$ cat src/design/salsa20_pkg.sv
// ----------------------------------------------------------------------------
// salsa20_pkg
// Shared types and constants for the Salsa20 byte stream cipher core.
// ----------------------------------------------------------------------------
`default_nettype none

package salsa20_pkg;

  localparam int CFG_IDX_W  = 3;
  localparam int CFG_DATA_W = 64;
  localparam int STEP_CNT_W = 7;

  // configuration register indexes
  localparam logic [CFG_IDX_W-1:0] REG_KEY_LO    = 3'd0;
  localparam logic [CFG_IDX_W-1:0] REG_KEY_MID   = 3'd1;
  localparam logic [CFG_IDX_W-1:0] REG_KEY_UPPER = 3'd2;
  localparam logic [CFG_IDX_W-1:0] REG_KEY_TOP   = 3'd3;
  localparam logic [CFG_IDX_W-1:0] REG_NONCE     = 3'd4;
  localparam logic [CFG_IDX_W-1:0] REG_WIDE_KEY  = 3'd5;
  localparam logic [CFG_IDX_W-1:0] REG_DBL_RNDS  = 3'd6;

  localparam logic       WIDE_KEY_RST = 1'b1;
  localparam logic [3:0] DBL_RNDS_RST = 4'd10;

  // "expand 32-byte k"
  localparam logic [31:0] SIGMA0 = 32'h6170_7865;
  localparam logic [31:0] SIGMA1 = 32'h3320_646e;
  localparam logic [31:0] SIGMA2 = 32'h7962_2d32;
  localparam logic [31:0] SIGMA3 = 32'h6b20_6574;
  // "expand 16-byte k"
  localparam logic [31:0] TAU0   = 32'h6170_7865;
  localparam logic [31:0] TAU1   = 32'h3120_646e;
  localparam logic [31:0] TAU2   = 32'h7962_2d36;
  localparam logic [31:0] TAU3   = 32'h6b20_6574;

  localparam logic [4:0] ROT_A = 5'd7;
  localparam logic [4:0] ROT_B = 5'd9;
  localparam logic [4:0] ROT_C = 5'd13;
  localparam logic [4:0] ROT_D = 5'd18;

  typedef enum logic [1:0] {
    ST_IDLE,
    ST_ROUND,
    ST_EMIT
  } state_t;

  typedef struct packed {
    logic       load;       // take item, load state matrix
    logic       rnd;        // apply one quarter-round step
    logic [1:0] step;
    logic       finish;     // feed-forward add, bump counter
    logic       emit_in;    // result from the item on the input
    logic       emit_held;  // result from the held item
    logic       restart;
  } ctrl_cmd_t;

  typedef struct packed {
    logic                  pos_zero;
    logic                  out_free;
    logic [STEP_CNT_W-1:0] total_steps;
  } dp_status_t;

  function automatic logic [31:0] rotl32(input logic [31:0] v, input logic [4:0] n);
    logic [63:0] dbl;
    dbl = {v, v} << n;
    return dbl[63:32];
  endfunction

endpackage

`default_nettype wire

$ cat src/design/salsa20_ctrl.sv
// ----------------------------------------------------------------------------
// salsa20_ctrl
// Sequencer: accepts items, runs the quarter-round steps of a block and
// orders the result.
// ----------------------------------------------------------------------------
`default_nettype none

module salsa20_ctrl (
  input  wire logic                   clk,
  input  wire logic                   rst,
  input  wire logic                   in_valid,
  input  wire logic                   in_kind,
  output logic                        in_ready,
  input  wire salsa20_pkg::dp_status_t status,
  output salsa20_pkg::ctrl_cmd_t      cmd
);

  salsa20_pkg::state_t state, state_next;
  logic [salsa20_pkg::STEP_CNT_W-1:0] step_cnt, step_cnt_next;

  always_ff @(posedge clk) begin
    if (rst) begin
      state    <= salsa20_pkg::ST_IDLE;
      step_cnt <= '0;
    end else begin
      state    <= state_next;
      step_cnt <= step_cnt_next;
    end
  end

  always_comb begin
    state_next    = state;
    step_cnt_next = step_cnt;
    in_ready      = 1'b0;
    cmd           = '0;
    unique case (state)
      salsa20_pkg::ST_IDLE: begin
        in_ready = status.out_free;
        if (in_valid && status.out_free) begin
          if (in_kind) begin
            cmd.restart = 1'b1;
          end else if (status.pos_zero) begin
            // new keystream block needed before this byte
            cmd.load      = 1'b1;
            step_cnt_next = '0;
            state_next    = salsa20_pkg::ST_ROUND;
          end else begin
            cmd.emit_in = 1'b1;
          end
        end
      end
      salsa20_pkg::ST_ROUND: begin
        if (step_cnt == status.total_steps) begin
          cmd.finish = 1'b1;
          state_next = salsa20_pkg::ST_EMIT;
        end else begin
          cmd.rnd       = 1'b1;
          cmd.step      = step_cnt[1:0];
          step_cnt_next = step_cnt + 1'b1;
        end
      end
      salsa20_pkg::ST_EMIT: begin
        cmd.emit_held = 1'b1;
        state_next    = salsa20_pkg::ST_IDLE;
      end
      default: begin
        state_next = salsa20_pkg::ST_IDLE;
      end
    endcase
  end

endmodule

`default_nettype wire

$ cat config.mk
export PLATFORM = sky130hd
export DESIGN_NAME = salsa20_ctrl
export DESIGN_NICKNAME = d
export VERILOG_FILES = /design/src/design/salsa20_pkg.sv /design/src/design/salsa20_ctrl.sv
export SDC_FILE = /design/constraint.sdc
export NUM_CORES = 1
export LEC_CHECK = 0
export BUFFER_PORTS_ARGS = -buffer_cell sky130_fd_sc_hd__buf_2
export CAP_MARGIN = 10
export CORE_MARGIN = 2
export CORE_UTILIZATION = 48
export CTS_CLUSTER_SIZE = 30
export DETAILED_ROUTE_END_ITERATION = 12
export MAX_ROUTING_LAYER = met4
export PLACE_DENSITY_LB_ADDON = 0.25
export SYNTH_ARGS = -nofsm -noshare
export SYNTH_HDL_FRONTEND = slang
export SYNTH_SLANG_ARGS = --single-unit
$ cat constraint.sdc
create_clock -name clk -period 1.7 [get_ports clk]
set_input_delay 0.34 -clock clk [delete_from_list [all_inputs] [get_ports clk]]
set_output_delay 0.34 -clock clk [all_outputs]
set_load 0.005 [all_outputs]
==> results.py, run 1 <==
metrics = {
    "worst_setup_path": {
        "crit_type": "register to output port",
        "crit_chain": "xnor2_2, nand3_2, o21ai_2, inv_2, and2_1, buf_2",
        "worstPathMaxFanout": 5,
        "cp-end-kind": "output port",
        "slowest_delay_ps": 340,
        "critical_path.slowest_cell": "sky130_fd_sc_hd__dfxtp_1",
        "cp_data_arrival_time_ps": 1460,
        "startpoint_type": "register",
        "crit_required_ps": 1360,
    },
    "worst_hold_path": {
        "hold_path_class": "primary input to register",
    },
    "pwr": {
        "seqPwrFrac_pct": 43.0,
        "power_per_cell_area_nw_per_um2": 477,
        "internal_power_contribution_uw": 349,
        "combinationalPowerShare_pct": 19.6,
        "switchingPower_uw": 139,
        "switching_share_pct": 28.6,
        "pwr-share-clk_pct": 37.4,
        "irDropWorstVdd_mv": 0.339,
        "p_leak_uw": 0.000476,
    },
    "layout": {
        "final-instance-count-excl-fill": 137,
        "final_net_count": 137,
        "nFillCells": 90,
        "stdcell_area_um2": 1020,
        "multi_input_comb_area_um2": 546,
        "flow.area_growth_from_synthesis_pct": 50.0,
        "regArea_um2": 194,
        "num_antenna_cells": 0,
        "final_layout_size_suffix_gt1_share_pct": 51.6,
    },
    "placed_design": {
        "placedCellCount": 124,
        "dpl.hpwl_um": 1330,
        "numPortBuffers": 21,
        "detailedPlace.worstSlack_ps": 23.6,
        "gp_routability_congestion": 0.846,
        "dpl-instance-area_um2": 852,
    },
    "timing": {
        "setup_violations": 3,
        "setup_ws_ps": -98.8,
        "fmax_ghz": 0.556,
        "setup_total_negative_slack_ps": -240,
        "relSlewSlack_pct": 75.1,
        "tightestPinTransition_ps": 374,
        "min_cycle_time_layout_ps": 1800,
        "final.setup_skew_ps": 3.10,
        "final_hold_viol_count": 0,
        "post-route-period-util_pct": 106,
        "grt_setup_unrepaired": "yes",
        "timing_max_transition_violations_final": 0,
    },
    "clocking": {
        "cts-root-to-sink-buffers": 2,
        "tritoncts_num_sinks": 9,
        "ctsRootBufferMaster": "sky130_fd_sc_hd__clkbuf_4",
        "hold_buffers": 0,
        "clock_insertion_delay_worst_skew_ps": 280,
        "cts_made_buffers": 3,
        "cts_tree": "built",
        "clk_pin_slew_ps": 70,
        "cts-htree-levels": 1,
    },
    "synthesis": {
        "seq_area_frac_synth_pct": 26.4,
        "synth_top_area_cell": "sky130_fd_sc_hd__dfxtp_1",
        "yosys_register_bits": 9,
        "syn-mean-instance-area_um2": 8.23,
        "synthArstFlopShare_pct": 0,
        "synth_enable_flop_cells": 0,
        "syn-cell-area_um2": 683,
        "mappedNetlistNets": 97,
        "post-synth-top-count-cell": "sky130_fd_sc_hd__dfxtp_1",
        "postSynthCellCount": 83,
        "synth_warnings": 0,
        "synth.area.top_cells": "sky130_fd_sc_hd__dfxtp_1, sky130_fd_sc_hd__xnor2_1, sky130_fd_sc_hd__nor2_1",
        "netlist_top_cells_count": "sky130_fd_sc_hd__dfxtp_1, sky130_fd_sc_hd__nor2_1, sky130_fd_sc_hd__xnor2_1, sky130_fd_sc_hd__a21oi_1",
        "netlist.area_leader.share_pct": 26.4,
        "synth.lib_cells_used.distinct": 36,
        "synth-main-ff-cell": "sky130_fd_sc_hd__dfxtp_1",
    },
    "global_route": {
        "track_usage_pct": 25.2,
        "maximum_number_of_pins_on_one_net_before_global_route_repair": 16,
        "initial_antenna_violation_count": 0,
        "grt_overflow_total": 0,
        "gr-usage-met1_pct": 31.3,
        "grt.met3_usage_pct": 5.65,
        "number_of_global_route_vias_before_repair": 775,
        "global_route.usage.met2_pct": 39.7,
        "grt-busiest-layer": "met2",
        "grt_first_pass_wirelength_um": 3350,
    },
    "drt": {
        "routed_wl_um": 2100,
        "drt_first_iter_violations": 43,
        "dr_total_vias": 802,
        "final_antenna_net_count": 0,
        "drc": 0,
        "routed_via_density": 5.85,
        "first_pass_iters": 4,
        "avgRoutedWirePerCell_um": 15.3,
    },
    "run_status": {
        "status": "finished, violations left",
        "violations": "negative setup slack",
    },
    "die": {
        "chipWidth_um": 41.7,
        "floorplan.initialDensity_pct": 51.9,
        "chipHeight_um": 41.7,
        "die-area_um2": 1740,
        "floorplan.rows": 13,
        "num_io_pins": 22,
        "core_area_um2": 1320,
    },
    "flow_run": {
        "max_cap_viol_count": 0,
    },
}
-- path summary, 6_finish.rpt --
check / slack (ps) / endpoint / from / cells after the start
max reg2reg: 100 / step_cnt[5]$_SDFFE_PP0P_ / step_cnt[5]$_SDFFE_PP0P_ / 7
min: 410 / state[0]$_SDFFE_PP0P_ / rst / 2
min reg2reg: 590 / step_cnt[6]$_SDFFE_PP0P_ / step_cnt[6]$_SDFFE_PP0P_ / 2
max: -100 / cmd[5] / step_cnt[2]$_SDFFE_PP0P_ / 6
-- state kept, by name, summed over array words and instances, names as in the netlist --
signal	count
state	2
step_cnt	7
-- layout make-up --
cell class	count	share of cell area, %
clock buffers	4	2.56
inverters	2	0.733
multi-input cells	69	53.2
flip-flops and latches	9	18.9
well taps	15	1.83
repair buffers	38	22.7
-- metrics by stage --
stage / total power [uW] / hold WS, ps / util, %
finish: 488 / 413 / 77.8
global route: 510 / 424 / 77.8
CTS: 470 / 406 / 74.5
detailed placement: 293 / 538 / 64.7
global placement: 291 / 530 / 64.7
floorplan: 260 / 502 / -
-- what timing repair did --
action	CTS	global route
pin swaps	8	4
setup endpoints to repair	4	5
buffers inserted	5	4
gates resized for setup	15	4
-- critical path: cells and delay by family (launching register included) --
family / cells / cell delay [ps]
DFF: 1 / 340
and+or+nand+nor: 2 / 260
AOI/OAI and AO/OA: 1 / 180
buffers and inverters: 2 / 190
xor gates and xnor gates: 1 / 220
-- per-layer routing --
metal | up-vias | wire, um
li1 | 397 | -
met1 | 367 | 911
met2 | 33 | 1050
met3 | 5 | 100
met4 | 0 | 37
met5 | - | 0
-- power groups by stage --
stage	clock [uW]	sequential [uW]	combinational (uW)
after floorplan	0	219	40.4
after global placement	0	219	71.8
after detailed placement	0	219	73.4
after CTS	175	210	85.1
after global routing	197	210	102
final	182	210	95.7
-- kinds of logic after synthesis --
group                      count (synthesis)  synth area share [%]
xor gates and xnor gates                   7                  8.97
DFF                                        9                  26.4
and+or+nand+nor                           40                  37.5
muxes                                      1                  1.47
adders and majority gates                  1                  1.83
buffers and inverters                      5                  3.30
AOI/OAI and AO/OA                         20                  20.5
-- cell usage in the layout, fill, tap and decap left out, drive strengths merged, types with 2 or more instances in the layout --
cell     count
nand3b       4
xnor2        7
nand4        3
a21oi        5
o21ai        4
a31oi        2
nand2b       4
nor3b        4
nor3         3
o2111ai      3
and3         4
o311ai       3
and2         3
nor2         8
inv          2
dfxtp        9
buf         38
clkbuf       4
Note: power is estimated with default switching activity, not from simulation.
==> run 2, diff against run 1 <==
ABC_AREA = 1   (was not set)
CORE_UTILIZATION = 45   (was 48)
clock period = 1.48 ns   (was 1.7 ns; I/O delays follow)
==> results.py, run 2 <==
metrics = {
    "die": {
        "floorplan.initialDensity_pct": 46.7,
        "core_area_um2": 1690,
        "die-area_um2": 2110,
        "chipHeight_um": 45.9,
        "floorplan.rows": 15,
        "chipWidth_um": 45.9,
        "num_io_pins": 22,
    },
    "worst_setup_path": {
        "timing.rr.start": "step_cnt[0]$_SDFFE_PP0P_",
        "r2r_slack_ps": -40,
        "crit_type": "register to output port",
        "critical_path.slowest_cell": "sky130_fd_sc_hd__dfxtp_2",
        "cp_data_arrival_time_ps": 1360,
        "slowest_delay_ps": 350,
        "ff2ff_path_depth": 8,
        "crit_required_ps": 1180,
        "cp-end-kind": "output port",
        "startpoint_type": "register",
        "crit_chain": "inv_2, nand2_1, nand2_2, nand3_1, o21ai_4, nor2_1, buf_2",
        "r2r-end": "step_cnt[4]$_SDFFE_PP0P_",
        "worstPathMaxFanout": 4,
    },
    "clocking": {
        "clk_pin_slew_ps": 70,
        "hold_buffers": 0,
        "cts_made_buffers": 3,
        "cts_tree": "built",
        "tritoncts_num_sinks": 9,
        "clock_insertion_delay_worst_skew_ps": 270,
        "cts-htree-levels": 1,
        "ctsRootBufferMaster": "sky130_fd_sc_hd__clkbuf_4",
        "cts-root-to-sink-buffers": 2,
    },
    "flow_run": {
        "max_cap_viol_count": 0,
    },
    "drt": {
        "routed_via_density": 5.03,
        "drc": 0,
        "met3_wirelength_um": 95,
        "routed_length_on_met1_um": 863,
        "top_layer": "met4",
        "dr_total_vias": 931,
        "drt_first_iter_violations": 11,
        "final_antenna_net_count": 0,
        "routed_wl_um": 2090,
        "wl_met2_um": 1100,
        "avgRoutedWirePerCell_um": 11.3,
        "first_pass_iters": 4,
    },
    "worst_hold_path": {
        "timing.hold.worst.start": "rst",
        "hold_path_class": "primary input to register",
        "holdPathEnd": "state[0]$_SDFFE_PP0P_",
        "worst_hold_path.num_cells": 2,
    },
    "synthesis": {
        "postSynthCellCount": 132,
        "syn-cell-area_um2": 790,
        "netlist_top_cells_count": "sky130_fd_sc_hd__nand2_1, sky130_fd_sc_hd__nor2_1, sky130_fd_sc_hd__nand3_1, sky130_fd_sc_hd__inv_1, sky130_fd_sc_hd__dfxtp_1",
        "synth_enable_flop_cells": 0,
        "mappedNetlistNets": 146,
        "synth_top_area_cell": "sky130_fd_sc_hd__dfxtp_1",
        "synthArstFlopShare_pct": 0,
        "synth.area.top_cells": "sky130_fd_sc_hd__dfxtp_1, sky130_fd_sc_hd__nand2_1, sky130_fd_sc_hd__nand3_1",
        "yosys_register_bits": 9,
        "synth-main-ff-cell": "sky130_fd_sc_hd__dfxtp_1",
        "syn-mean-instance-area_um2": 5.98,
        "seq_area_frac_synth_pct": 22.8,
        "synth_warnings": 0,
        "netlist.area_leader.share_pct": 22.8,
        "synth.lib_cells_used.distinct": 22,
        "post-synth-top-count-cell": "sky130_fd_sc_hd__nand2_1",
    },
    "layout": {
        "layout.core_utilization_pct": 66.6,
        "final_layout_size_suffix_gt1_share_pct": 50.6,
        "most-common-layout-cells": "sky130_fd_sc_hd__nand2_1, sky130_fd_sc_hd__buf_2, sky130_fd_sc_hd__nand3_1, sky130_fd_sc_hd__nor2_1, sky130_fd_sc_hd__inv_1",
        "final_net_count": 183,
        "stdcell_area_um2": 1120,
        "largest_register_ff_count": 7,
        "layout_commonest_cell": "sky130_fd_sc_hd__nand2_1",
        "flow.area_growth_from_synthesis_pct": 42.5,
        "register_bank_with_the_most_flops": "step_cnt",
        "reg_top3": "step_cnt: 7 flops, state: 2 flops",
        "num_antenna_cells": 0,
    },
    "global_route": {
        "grt_overflow_total": 0,
        "grt_first_pass_wirelength_um": 3150,
        "number_of_global_route_vias_before_repair": 804,
        "maximum_number_of_pins_on_one_net_before_global_route_repair": 10,
        "track_usage_pct": 21.9,
        "initial_antenna_violation_count": 0,
    },
    "timing": {
        "grt_setup_unrepaired": "yes",
        "timing_max_transition_violations_final": 0,
        "setup_ws_ps": -174,
        "final_hold_viol_count": 0,
        "setup_violations": 6,
        "fmax_ghz": 0.605,
        "final.setup_skew_ps": 0.427,
        "tightestPinTransition_ps": 330,
        "min_cycle_time_layout_ps": 1650,
        "final.hold.worst_slack_ps": 251,
        "post-route-period-util_pct": 112,
        "relSlewSlack_pct": 78.0,
    },
    "placed_design": {
        "gp_routability_congestion": 0.849,
        "detailedPlace.worstSlack_ps": 33.9,
        "numPortBuffers": 21,
        "dpl-instance-area_um2": 938,
        "dpl.hpwl_um": 1490,
    },
    "run_status": {
        "violations": "negative setup slack",
        "status": "finished, violations left",
    },
    "pwr": {
        "irDropWorstVdd_mv": 0.386,
        "overall_power_uw": 631,
        "p_leak_uw": 0.000577,
        "power_per_cell_area_nw_per_um2": 561,
    },
}
run 2: cell families (layout without fill, tap and decap cells):
family | after synthesis | count (layout) | synth area share (%)
adders and majority gates | 1 | 1 | 1.58
and+or+nand+nor | 86 | 86 | 49.8
AOI/OAI and AO/OA | 8 | 8 | 7.93
DFF | 9 | 9 | 22.8
xor gates and xnor gates | 2 | 2 | 3.17
buffers and inverters | 26 | 62 | 14.7
run 2: per-layer routing:
layer  vias to the layer above  track usage (%)
li1                        476                -
met1                       426             23.2
met2                        23             37.8
met3                         6             5.56
met4                         0             9.71
met5                         -                -
run 2: area by class of cell:
cell class	count	area, um2
Multi-Input combinational cell	97	567
Fill cell	142	564
Timing Repair Buffer	34	218
Sequential cell	9	196
Inverter	24	96.3
Clock buffer	4	26.3
Tap cell	17	21.3
run 2: worst max-delay path by stage:
stage                     slack [ps]  cells past startpoint                      from     end
after floorplan                  180                      7  step_cnt[5]$_SDFFE_PP0P_  cmd[3]
after global placement            60                      8                 status[6]  cmd[5]
after detailed placement          30                      6                 status[1]  cmd[5]
after CTS                       -160                      8  step_cnt[4]$_SDFFE_PP0P_  cmd[5]
after global routing            -240                      7  step_cnt[3]$_SDFFE_PP0P_  cmd[4]
final                           -170                      7  step_cnt[3]$_SDFFE_PP0P_  cmd[5]
run 2: timing repair:
action | 4_1_cts | 5_1_grt
endpoints found under the setup margin | 6 | 13
gates resized for setup | 19 | 18
setup buffers | 6 | 1
pin swaps | 9 | 4
gates cloned | 0 | 0
run 2: metrics by stage:
stage               instances  setup TNS [ps]
finish                    185            -687
floorplan                 132               0
global placement          174               0
global route              185           -1350
detailed placement        174               0
CTS                       184            -542
run 2: power by group:
group | switching (uW) | internal (uW) | total [uW] | leakage [uW]
clock | 99.0 | 104 | 203 | 0.0000150
combinational | 93.3 | 74.9 | 168 | 0.000484
sequential | 9.55 | 249 | 259 | 0.0000779
total | 202 | 429 | 631 | 0.000577
run 2: critical path: cells and delay by family (launching register included):
family          cells  cell delay [ps]
simple gates        4              330
buf+inv             2              190
compound gates      1              210
flops               1              350
