<file path="src/design/salsa20_pkg.sv">
// ----------------------------------------------------------------------------
// salsa20_pkg
// Shared types and constants for the Salsa20 byte stream cipher core.
// ----------------------------------------------------------------------------
`default_nettype none

package salsa20_pkg;

  localparam int CFG_IDX_W  = 3;
  localparam int CFG_DATA_W = 64;
  localparam int STEP_CNT_W = 7;

  // configuration register indexes
  localparam logic [CFG_IDX_W-1:0] REG_KEY_LO    = 3'd0;
  localparam logic [CFG_IDX_W-1:0] REG_KEY_MID   = 3'd1;
  localparam logic [CFG_IDX_W-1:0] REG_KEY_UPPER = 3'd2;
  localparam logic [CFG_IDX_W-1:0] REG_KEY_TOP   = 3'd3;
  localparam logic [CFG_IDX_W-1:0] REG_NONCE     = 3'd4;
  localparam logic [CFG_IDX_W-1:0] REG_WIDE_KEY  = 3'd5;
  localparam logic [CFG_IDX_W-1:0] REG_DBL_RNDS  = 3'd6;

  localparam logic       WIDE_KEY_RST = 1'b1;
  localparam logic [3:0] DBL_RNDS_RST = 4'd10;

  // "expand 32-byte k"
  localparam logic [31:0] SIGMA0 = 32'h6170_7865;
  localparam logic [31:0] SIGMA1 = 32'h3320_646e;
  localparam logic [31:0] SIGMA2 = 32'h7962_2d32;
  localparam logic [31:0] SIGMA3 = 32'h6b20_6574;
  // "expand 16-byte k"
  localparam logic [31:0] TAU0   = 32'h6170_7865;
  localparam logic [31:0] TAU1   = 32'h3120_646e;
  localparam logic [31:0] TAU2   = 32'h7962_2d36;
  localparam logic [31:0] TAU3   = 32'h6b20_6574;

  localparam logic [4:0] ROT_A = 5'd7;
  localparam logic [4:0] ROT_B = 5'd9;
  localparam logic [4:0] ROT_C = 5'd13;
  localparam logic [4:0] ROT_D = 5'd18;

  typedef enum logic [1:0] {
    ST_IDLE,
    ST_ROUND,
    ST_EMIT
  } state_t;

  typedef struct packed {
    logic       load;       // take item, load state matrix
    logic       rnd;        // apply one quarter-round step
    logic [1:0] step;
    logic       finish;     // feed-forward add, bump counter
    logic       emit_in;    // result from the item on the input
    logic       emit_held;  // result from the held item
    logic       restart;
  } ctrl_cmd_t;

  typedef struct packed {
    logic                  pos_zero;
    logic                  out_free;
    logic [STEP_CNT_W-1:0] total_steps;
  } dp_status_t;

  function automatic logic [31:0] rotl32(input logic [31:0] v, input logic [4:0] n);
    logic [63:0] dbl;
    dbl = {v, v} << n;
    return dbl[63:32];
  endfunction

endpackage

`default_nettype wire

</file>
<file path="src/design/salsa20_dp.sv">
// ----------------------------------------------------------------------------
// salsa20_dp
// Datapath: configuration registers, state matrix with quarter-round step
// unit, keystream buffer, block counter, byte position and result register.
// ----------------------------------------------------------------------------
`default_nettype none

module salsa20_dp (
  input  wire logic                                 clk,
  input  wire logic                                 rst,
  input  wire logic                                 cfg_we,
  input  wire logic [salsa20_pkg::CFG_IDX_W-1:0]    cfg_index,
  input  wire logic [salsa20_pkg::CFG_DATA_W-1:0]   cfg_data,
  input  wire salsa20_pkg::ctrl_cmd_t               cmd,
  output salsa20_pkg::dp_status_t                   status,
  input  wire logic [7:0]                           in_data,
  input  wire logic                                 in_last,
  output logic                                      out_valid,
  input  wire logic                                 out_ready,
  output logic [7:0]                                out_data,
  output logic                                      out_last
);

  logic [63:0] key_lo, key_mid, key_upper, key_top, nonce;
  logic        wide_key;
  logic [3:0]  double_rounds;

  logic [63:0] block_counter;
  logic [5:0]  byte_pos;
  logic [31:0] x [16];
  logic [31:0] ks [16];
  logic [31:0] init_m [16];
  logic [31:0] x_step [16];
  logic [31:0] x_next [16];
  logic [7:0]  hold_data;
  logic        hold_last;
  logic [31:0] ks_word;
  logic [31:0] ks_shift;
  logic [7:0]  ks_byte;

  // configuration
  always_ff @(posedge clk) begin
    if (rst) begin
      key_lo        <= '0;
      key_mid       <= '0;
      key_upper     <= '0;
      key_top       <= '0;
      nonce         <= '0;
      wide_key      <= salsa20_pkg::WIDE_KEY_RST;
      double_rounds <= salsa20_pkg::DBL_RNDS_RST;
    end else if (cfg_we) begin
      unique case (cfg_index)
        salsa20_pkg::REG_KEY_LO:    key_lo        <= cfg_data;
        salsa20_pkg::REG_KEY_MID:   key_mid       <= cfg_data;
        salsa20_pkg::REG_KEY_UPPER: key_upper     <= cfg_data;
        salsa20_pkg::REG_KEY_TOP:   key_top       <= cfg_data;
        salsa20_pkg::REG_NONCE:     nonce         <= cfg_data;
        salsa20_pkg::REG_WIDE_KEY:  wide_key      <= cfg_data[0];
        salsa20_pkg::REG_DBL_RNDS:  double_rounds <= cfg_data[3:0];
        default: ;
      endcase
    end
  end

  // input matrix, also used for the feed-forward add
  always_comb begin
    logic [63:0] k2, k3;
    k2 = wide_key ? key_upper : key_lo;
    k3 = wide_key ? key_top   : key_mid;
    init_m[0]  = wide_key ? salsa20_pkg::SIGMA0 : salsa20_pkg::TAU0;
    init_m[1]  = key_lo[31:0];
    init_m[2]  = key_lo[63:32];
    init_m[3]  = key_mid[31:0];
    init_m[4]  = key_mid[63:32];
    init_m[5]  = wide_key ? salsa20_pkg::SIGMA1 : salsa20_pkg::TAU1;
    init_m[6]  = nonce[31:0];
    init_m[7]  = nonce[63:32];
    init_m[8]  = block_counter[31:0];
    init_m[9]  = block_counter[63:32];
    init_m[10] = wide_key ? salsa20_pkg::SIGMA2 : salsa20_pkg::TAU2;
    init_m[11] = k2[31:0];
    init_m[12] = k2[63:32];
    init_m[13] = k3[31:0];
    init_m[14] = k3[63:32];
    init_m[15] = wide_key ? salsa20_pkg::SIGMA3 : salsa20_pkg::TAU3;
  end

  // one quarter-round step on all four columns; a row round is a column
  // round on the transposed matrix, so the matrix is transposed after step 3
  always_comb begin
    logic [3:0] ia, ib, ic, id;
    x_step = x;
    for (int j = 0; j < 4; j++) begin
      ia = 4'((5 * j) & 15);
      ib = 4'((5 * j + 4) & 15);
      ic = 4'((5 * j + 8) & 15);
      id = 4'((5 * j + 12) & 15);
      case (cmd.step)
        2'd0: x_step[ib] = x[ib] ^ salsa20_pkg::rotl32(x[ia] + x[id], salsa20_pkg::ROT_A);
        2'd1: x_step[ic] = x[ic] ^ salsa20_pkg::rotl32(x[ib] + x[ia], salsa20_pkg::ROT_B);
        2'd2: x_step[id] = x[id] ^ salsa20_pkg::rotl32(x[ic] + x[ib], salsa20_pkg::ROT_C);
        default: x_step[ia] = x[ia] ^ salsa20_pkg::rotl32(x[id] + x[ic], salsa20_pkg::ROT_D);
      endcase
    end
    for (int r = 0; r < 4; r++) begin
      for (int c = 0; c < 4; c++) begin
        x_next[r * 4 + c] = (cmd.step == 2'd3) ? x_step[c * 4 + r] : x_step[r * 4 + c];
      end
    end
  end

  always_ff @(posedge clk) begin
    if (cmd.load) begin
      x         <= init_m;
      hold_data <= in_data;
      hold_last <= in_last;
    end else if (cmd.rnd) begin
      x <= x_next;
    end
    if (cmd.finish) begin
      for (int i = 0; i < 16; i++) begin
        ks[i] <= x[i] + init_m[i];
      end
    end
  end

  assign ks_word  = ks[byte_pos[5:2]];
  assign ks_shift = ks_word >> {byte_pos[1:0], 3'b000};
  assign ks_byte  = ks_shift[7:0];

  always_ff @(posedge clk) begin
    if (rst) begin
      block_counter <= '0;
      byte_pos      <= '0;
    end else if (cmd.restart) begin
      block_counter <= '0;
      byte_pos      <= '0;
    end else begin
      if (cmd.finish) begin
        block_counter <= block_counter + 64'd1;
      end
      if (cmd.emit_in) begin
        byte_pos <= in_last ? 6'd0 : byte_pos + 6'd1;
      end else if (cmd.emit_held) begin
        byte_pos <= hold_last ? 6'd0 : byte_pos + 6'd1;
      end
    end
  end

  // result register
  always_ff @(posedge clk) begin
    if (rst) begin
      out_valid <= 1'b0;
    end else if (cmd.emit_in || cmd.emit_held) begin
      out_valid <= 1'b1;
    end else if (out_ready) begin
      out_valid <= 1'b0;
    end
  end

  always_ff @(posedge clk) begin
    if (cmd.emit_in) begin
      out_data <= in_data ^ ks_byte;
      out_last <= in_last;
    end else if (cmd.emit_held) begin
      out_data <= hold_data ^ ks_byte;
      out_last <= hold_last;
    end
  end

  assign status.pos_zero    = (byte_pos == 6'd0);
  assign status.out_free    = !out_valid || out_ready;
  assign status.total_steps = {double_rounds, 3'b000};

endmodule

`default_nettype wire

</file>
<file path="config.mk">
export PLATFORM = sky130hd
export DESIGN_NAME = salsa20_dp
export DESIGN_NICKNAME = d
export VERILOG_FILES = /design/src/design/salsa20_pkg.sv /design/src/design/salsa20_dp.sv
export SDC_FILE = /design/constraint.sdc
export NUM_CORES = 2
export LEC_CHECK = 0
export ABC_CLOCK_PERIOD_IN_PS = 13100
export BUFFER_PORTS_ARGS = -buffer_cell sky130_fd_sc_hd__buf_2
export CAP_MARGIN = 20
export CELL_PAD_IN_SITES_DETAIL_PLACEMENT = 1
export CELL_PAD_IN_SITES_GLOBAL_PLACEMENT = 1
export CORE_AREA = 2 2 412 496
export DETAILED_ROUTE_END_ITERATION = 7
export DIE_AREA = 0 0 414 498
export MAX_ROUTING_LAYER = met4
export PLACE_DENSITY_LB_ADDON = 0.1
export SLEW_MARGIN = 40
export SYNTH_ARGS = -nofsm -noshare
export SYNTH_HDL_FRONTEND = slang
export SYNTH_SLANG_ARGS = --single-unit
</file>
<file path="constraint.sdc">
create_clock -name clk -period 13.1 [get_ports clk]
set_input_delay 0 -clock clk [delete_from_list [all_inputs] [get_ports clk]]
set_output_delay 0 -clock clk [all_outputs]
set_load 0.01 [all_outputs]
</file>
==> results.toml, run 1 <==
[status]
status = "did not finish"
haltStage = "global routing"
firstError = "[ERROR GRT-0116] Global routing finished with congestion. Check the congestion regions in the DRC Viewer."

[synth]
syn_inst = 12091
ys_seq_area_share_pct = 35.1
ys_seq_elements = 1442
syn_area_um2 = 110000
yosysUniqueCellTypes = 109
synthFlopType = "edfxtp_1"
async_reset_ff_share_pct = 0
syn_area_per_cell_um2 = 9.12
ys_warn_count = 0
synth_edf_count = 978

[placement]
place_area_um2 = 115000
io_buffers = 103
gp_congestion = 1.23
dpl_worst_slack_ns = 7.71
hpwl_um = 532000

[grt]
grt_max_degree = 138
grt_remaining_overflow = 25
grt_pass1_vias = 125932
grt_pass1_wl_um = 1040000
grt_usage_pct = 74.0

[cts]
cts_htree_levels = 4
cts_inserted_buffers = 164
clock-sinks = 1442
cts_buffer_depth = 3
root_buffer = "clkbuf_16"

[floorplanning]
io_pins = 107
fp-row-count = 181
fp.dieH_um = 498
die_x_um = 414
start_util_pct = 54.7
==> cell families after synthesis <==
logic type	count (synthesis)	share of synthesized area [%]
adders and majority gates	905	10.5
DFF	1442	35.1
xor gates and xnor gates	1143	9.08
muxes	458	6.21
buffers and inverters	823	2.83
and+or+nand+nor	3446	14.2
AOI/OAI and AO/OA	3873	22.2
other	1	0.00340
==> timing repair <==
action,CTS
gates resized for setup,0
hold buffers,114
setup buffers,0
hold endpoints to repair,485
==> metrics by stage <==
| step | cells | hold slack, ns |
|---|---|---|
| 2_1_floorplan | 12093 | 0.0989 |
| 3_3_place_gp | 14607 | 0.191 |
| 3_5_place_dp | 14620 | 0.200 |
| 4_1_cts | 15040 | 0.00254 |
==> synthesized netlist by cell type, drive strengths merged, types with 20 or more instances <==
library cell | number | area (um2)
a21o | 507 | 3810
nand2 | 1424 | 5350
nor2 | 806 | 3030
clkbuf | 440 | 1650
a211oi | 100 | 756
mux4 | 168 | 3780
fa | 29 | 581
a21oi | 1323 | 6630
o221ai | 122 | 1070
edfxtp | 978 | 29400
nand3 | 260 | 1330
nor2b | 125 | 782
a221oi | 45 | 419
a22oi | 90 | 676
a31o | 30 | 263
mux2 | 133 | 1500
buf | 81 | 334
mux2i | 157 | 1570
o21bai | 108 | 811
o21a | 128 | 961
nor4 | 29 | 203
a21boi | 28 | 210
or3 | 109 | 691
a31oi | 112 | 701
and4 | 20 | 179
a41oi | 23 | 216
a311oi | 21 | 190
nand2b | 114 | 713
o2111ai | 22 | 193
a22o | 36 | 315
o22a | 46 | 403
nand4 | 76 | 475
or2 | 23 | 144
xnor2 | 739 | 6470
a211o | 21 | 184
and3 | 133 | 835
o31ai | 75 | 563
xor2 | 404 | 3540
dfxtp | 464 | 9290
o211ai | 64 | 480
and2 | 53 | 333
o21ai | 801 | 4010
ha | 876 | 11000
nor3 | 213 | 1090
inv | 301 | 1130
==> layer usage <==
layer  GRT overflow  track usage, %
met5              -               -
met4             10            75.2
met3              0            55.2
met2             15            91.3
met1              0            71.0
==> inputs of run 2 (changes only) <==
--- a/config.mk
+++ b/config.mk
@@ -8,13 +8,10 @@
 export ABC_CLOCK_PERIOD_IN_PS = 13100
 export BUFFER_PORTS_ARGS = -buffer_cell sky130_fd_sc_hd__buf_2
 export CAP_MARGIN = 20
-export CELL_PAD_IN_SITES_DETAIL_PLACEMENT = 1
-export CELL_PAD_IN_SITES_GLOBAL_PLACEMENT = 1
-export CORE_AREA = 2 2 412 496
+export CORE_AREA = 2 2 529 531
 export DETAILED_ROUTE_END_ITERATION = 7
-export DIE_AREA = 0 0 414 498
-export MAX_ROUTING_LAYER = met4
-export PLACE_DENSITY_LB_ADDON = 0.1
+export DIE_AREA = 0 0 531 533
+export PLACE_DENSITY_LB_ADDON = 0.15
 export SLEW_MARGIN = 40
 export SYNTH_ARGS = -nofsm -noshare
 export SYNTH_HDL_FRONTEND = slang
==> run 2 against run 1 <==
Against the previous run:
- the run now ends clean
- synthesized area did not move
- synthesized cell count is the same
==> results.toml, run 2 <==
[grt]
grt_remaining_overflow = 0
grt_max_degree = 141
grt_usage_pct = 50.6
antenna_found_initial = 122
grt_pass1_vias = 100499
grt_pass1_wl_um = 958000

[synth]
synth_top_cell_area_share_pct = 26.6
synthXorXnorAreaFrac_pct = 9.08
synth_edf_count = 978
ys_seq_area_share_pct = 35.1
synth.area.mux_share_pct = 6.21
synthAdderAreaFrac_pct = 10.5
synthTopCellsByCount = "nand2_1, a21oi_1, edfxtp_1"
syn_area_um2 = 110000
synthFlopType = "edfxtp_1"
syn_area_per_cell_um2 = 9.12
yosysUniqueCellTypes = 109
synth.most_common_cell = "nand2_1"
syn_inst = 12091
ys_top_cells_by_area = "edfxtp_1, ha_1, dfxtp_1"
synth_top_family_by_area = "compound AO/OA/AOI/OAI gates"
ys_seq_elements = 1442
yosys.area.top_type = "edfxtp_1"
yosys.area_share.simple_pct = 14.2
async_reset_ff_share_pct = 0
synth_compound_area_share_pct = 22.2
ys_warn_count = 0

[cts]
postCtsSetupBuffers = 0
root_buffer = "clkbuf_16"
clock-sinks = 1442
cts_inserted_buffers = 188
cts_buffer_depth = 4
cts_hold_buf = 146
cts_tree = "built"
clkTransAtPathRegs_ns = 0.06
cts_htree_levels = 4
cts.repair.resized = 0
clk_latency_ns = 0.96

[worst_setup_path]
crit_path_start = "wide_key$_SDFFE_PP1P_"
rrSetupSlack_ns = 6.92
regToRegEndpoint = "ks[13][30]$_DFFE_PP_"
crit_end = "ks[13][30]$_DFFE_PP_"
crit_type = "reg2reg"
crit_buf_inv = 2
path_max_fanout = 32
critPathSlowestCell = "or4_1"
cpLargestDelayFamily = "compound AO/OA/AOI/OAI gates"
reg2reg_depth = 16
path_cells = "buf_4, mux2_2, ha_1, inv_1, fa_1, nor2b_1, o21ai_0, a21boi_1, o31a_1, o21bai_1, o311a_1, or4_1, a31oi_1, a31o_2, a21oi_1, xnor2_1"
cp_data_required_time_ns = 13.76
crit_cells = 16
worstSetupStartpointType = "register"
timing.rr.start = "wide_key$_SDFFE_PP1P_"
arrival_ns = 6.84
end_kind = "register"
max_stage_delay_ns = 0.71

[drt]
drt_drc_violations_left = 0
drt-initial-drc-count = 19793
wirelength_um = 742000
ant_nets = 0
wire_per_inst_um = 45.3
drt-pass1-iter-count = 7
routed_via_density = 6.94
vias = 113702

[timing]
rsz0062_at_grt = "false"
fin_crit_sh_pct = 47.2
final_max_slew_viol_count = 0
setup_viol = 0
finalSetupTns_ns = 0
hold_violations = 0
tightest_slew_ns = 1.13
fin_crit_ns = 6.18
max_freq_mhz = 162
max_slew_margin_pct = 24.6
skew_ns = 0.102

[power_and_ir_drop]
power.density_nw_per_um2 = 136
power.leakage_nw = 51.6
max-vdd-ir-drop_uv = 119

[layout]
ff_latch_area_um2 = 38700
nets = 13397
fill_cells = 26873
drive_gt1_share_pct = 10.9
multi_input_area_um2 = 69700
layout_commonest_cell = "nand2_1"
final_cell_mix = "nand2_1, a21oi_1, edfxtp_1"
syn2layout_area_growth_pct = 14.5
final_cell_count_no_fill = 16372
reg.largest.list = "ks (512), x (512)"

[placement]
io_buffers = 103
dp_cells = 15784
hpwl_um = 584000
gp_congestion = 1.10

[status]
status = "finished, final reports clean"

[worst_hold_path]
hold_path.class = "in2reg"

[floorplanning]
fp.dieH_um = 533
die_area_um2 = 283000
core_area_um2 = 278000
fp-row-count = 194
start_util_pct = 39.7
io_pins = 107
die_x_um = 531

[flow_run]
maxCapViolations = 0
run 2: per-layer routing:
metal  global-route usage (%)  vias up  part of all wire [%]  wire length [um]
met1                     63.6    56256                    37            275000
li1                         -    45677                     -                 -
met3                     18.8     2282                    14            104000
met4                     45.2       62                    11             81800
met5                    0.540        -                 0.056               415
met2                     66.7     9425                    38            282000
run 2: logic make-up (layout without fill, tap and decap cells):
| family | Yosys count | count (layout) |
|---|---|---|
| DFF | 1442 | 1442 |
| and+or+nand+nor | 3446 | 3446 |
| AOI/OAI and AO/OA | 3873 | 3873 |
| buffers and inverters | 823 | 1293 |
| xor gates and xnor gates | 1143 | 1143 |
| other | 1 | 88 |
| adders and majority gates | 905 | 905 |
| muxes | 458 | 458 |
run 2: tightest hold or removal path, delay by kind of cell:
| family | cells | cell delay, ns |
|---|---|---|
| and+or+nand+nor | 1 | 0.09 |
| AOI/OAI and AO/OA | 1 | 0.05 |
| buffers and inverters | 2 | 0.75 |
run 2: layout make-up:
cell class | count | area share (%)
tap | 3724 | 3.69
clock inverter | 93 | 0.817
timing repair buffer | 642 | 4.24
multi-input combinational | 9828 | 55.3
antenna | 85 | 0.169
sequential | 1442 | 30.6
inverter | 302 | 0.917
clock buffer | 256 | 4.27
run 2: power by group:
part,leakage [nW],internal (W),switching [W],total (W)
logic,34.5,0.00162,0.00387,0.00549
clock network,3.16,0.00324,0.00243,0.00568
registers,13.9,0.00529,0.000683,0.00597
total,51.6,0.0102,0.00698,0.0171
run 2: through the flow:
step	area (um2)	util [%]	setup WS (ns)	hold slack, ns	total power [W]
final	126000	45.4	6.92	0.0185	0.0171
after global placement	117000	42.0	7.07	0.192	0.0110
after detailed placement	118000	42.4	7.23	0.194	0.0111
after CTS	126000	45.2	7.21	0.000375	0.0167
after global routing	126000	45.3	7.02	0.0480	0.0172
after floorplan	110000	-	4.16	0.0989	0.00818
run 2: worst min-delay path by stage:
| stage | cells after the start | startpoint | slack [ns] | to |
|---|---|---|---|---|
| after floorplan | 0 | in_data[0] | 0.1 | hold_data[0]$_DFFE_PP_ |
| after global placement | 1 | in_data[3] | 0.19 | hold_data[3]$_DFFE_PP_ |
| after detailed placement | 1 | in_data[1] | 0.19 | hold_data[1]$_DFFE_PP_ |
| after CTS | 4 | cfg_data[54] | 0.0004 | key_upper[54]$_SDFFE_PP0P_ |
| after global routing | 4 | cfg_data[41] | 0.05 | key_upper[41]$_SDFFE_PP0P_ |
| final | 4 | cfg_data[41] | 0.02 | key_upper[41]$_SDFFE_PP0P_ |
(Power assumes the default switching activity.)
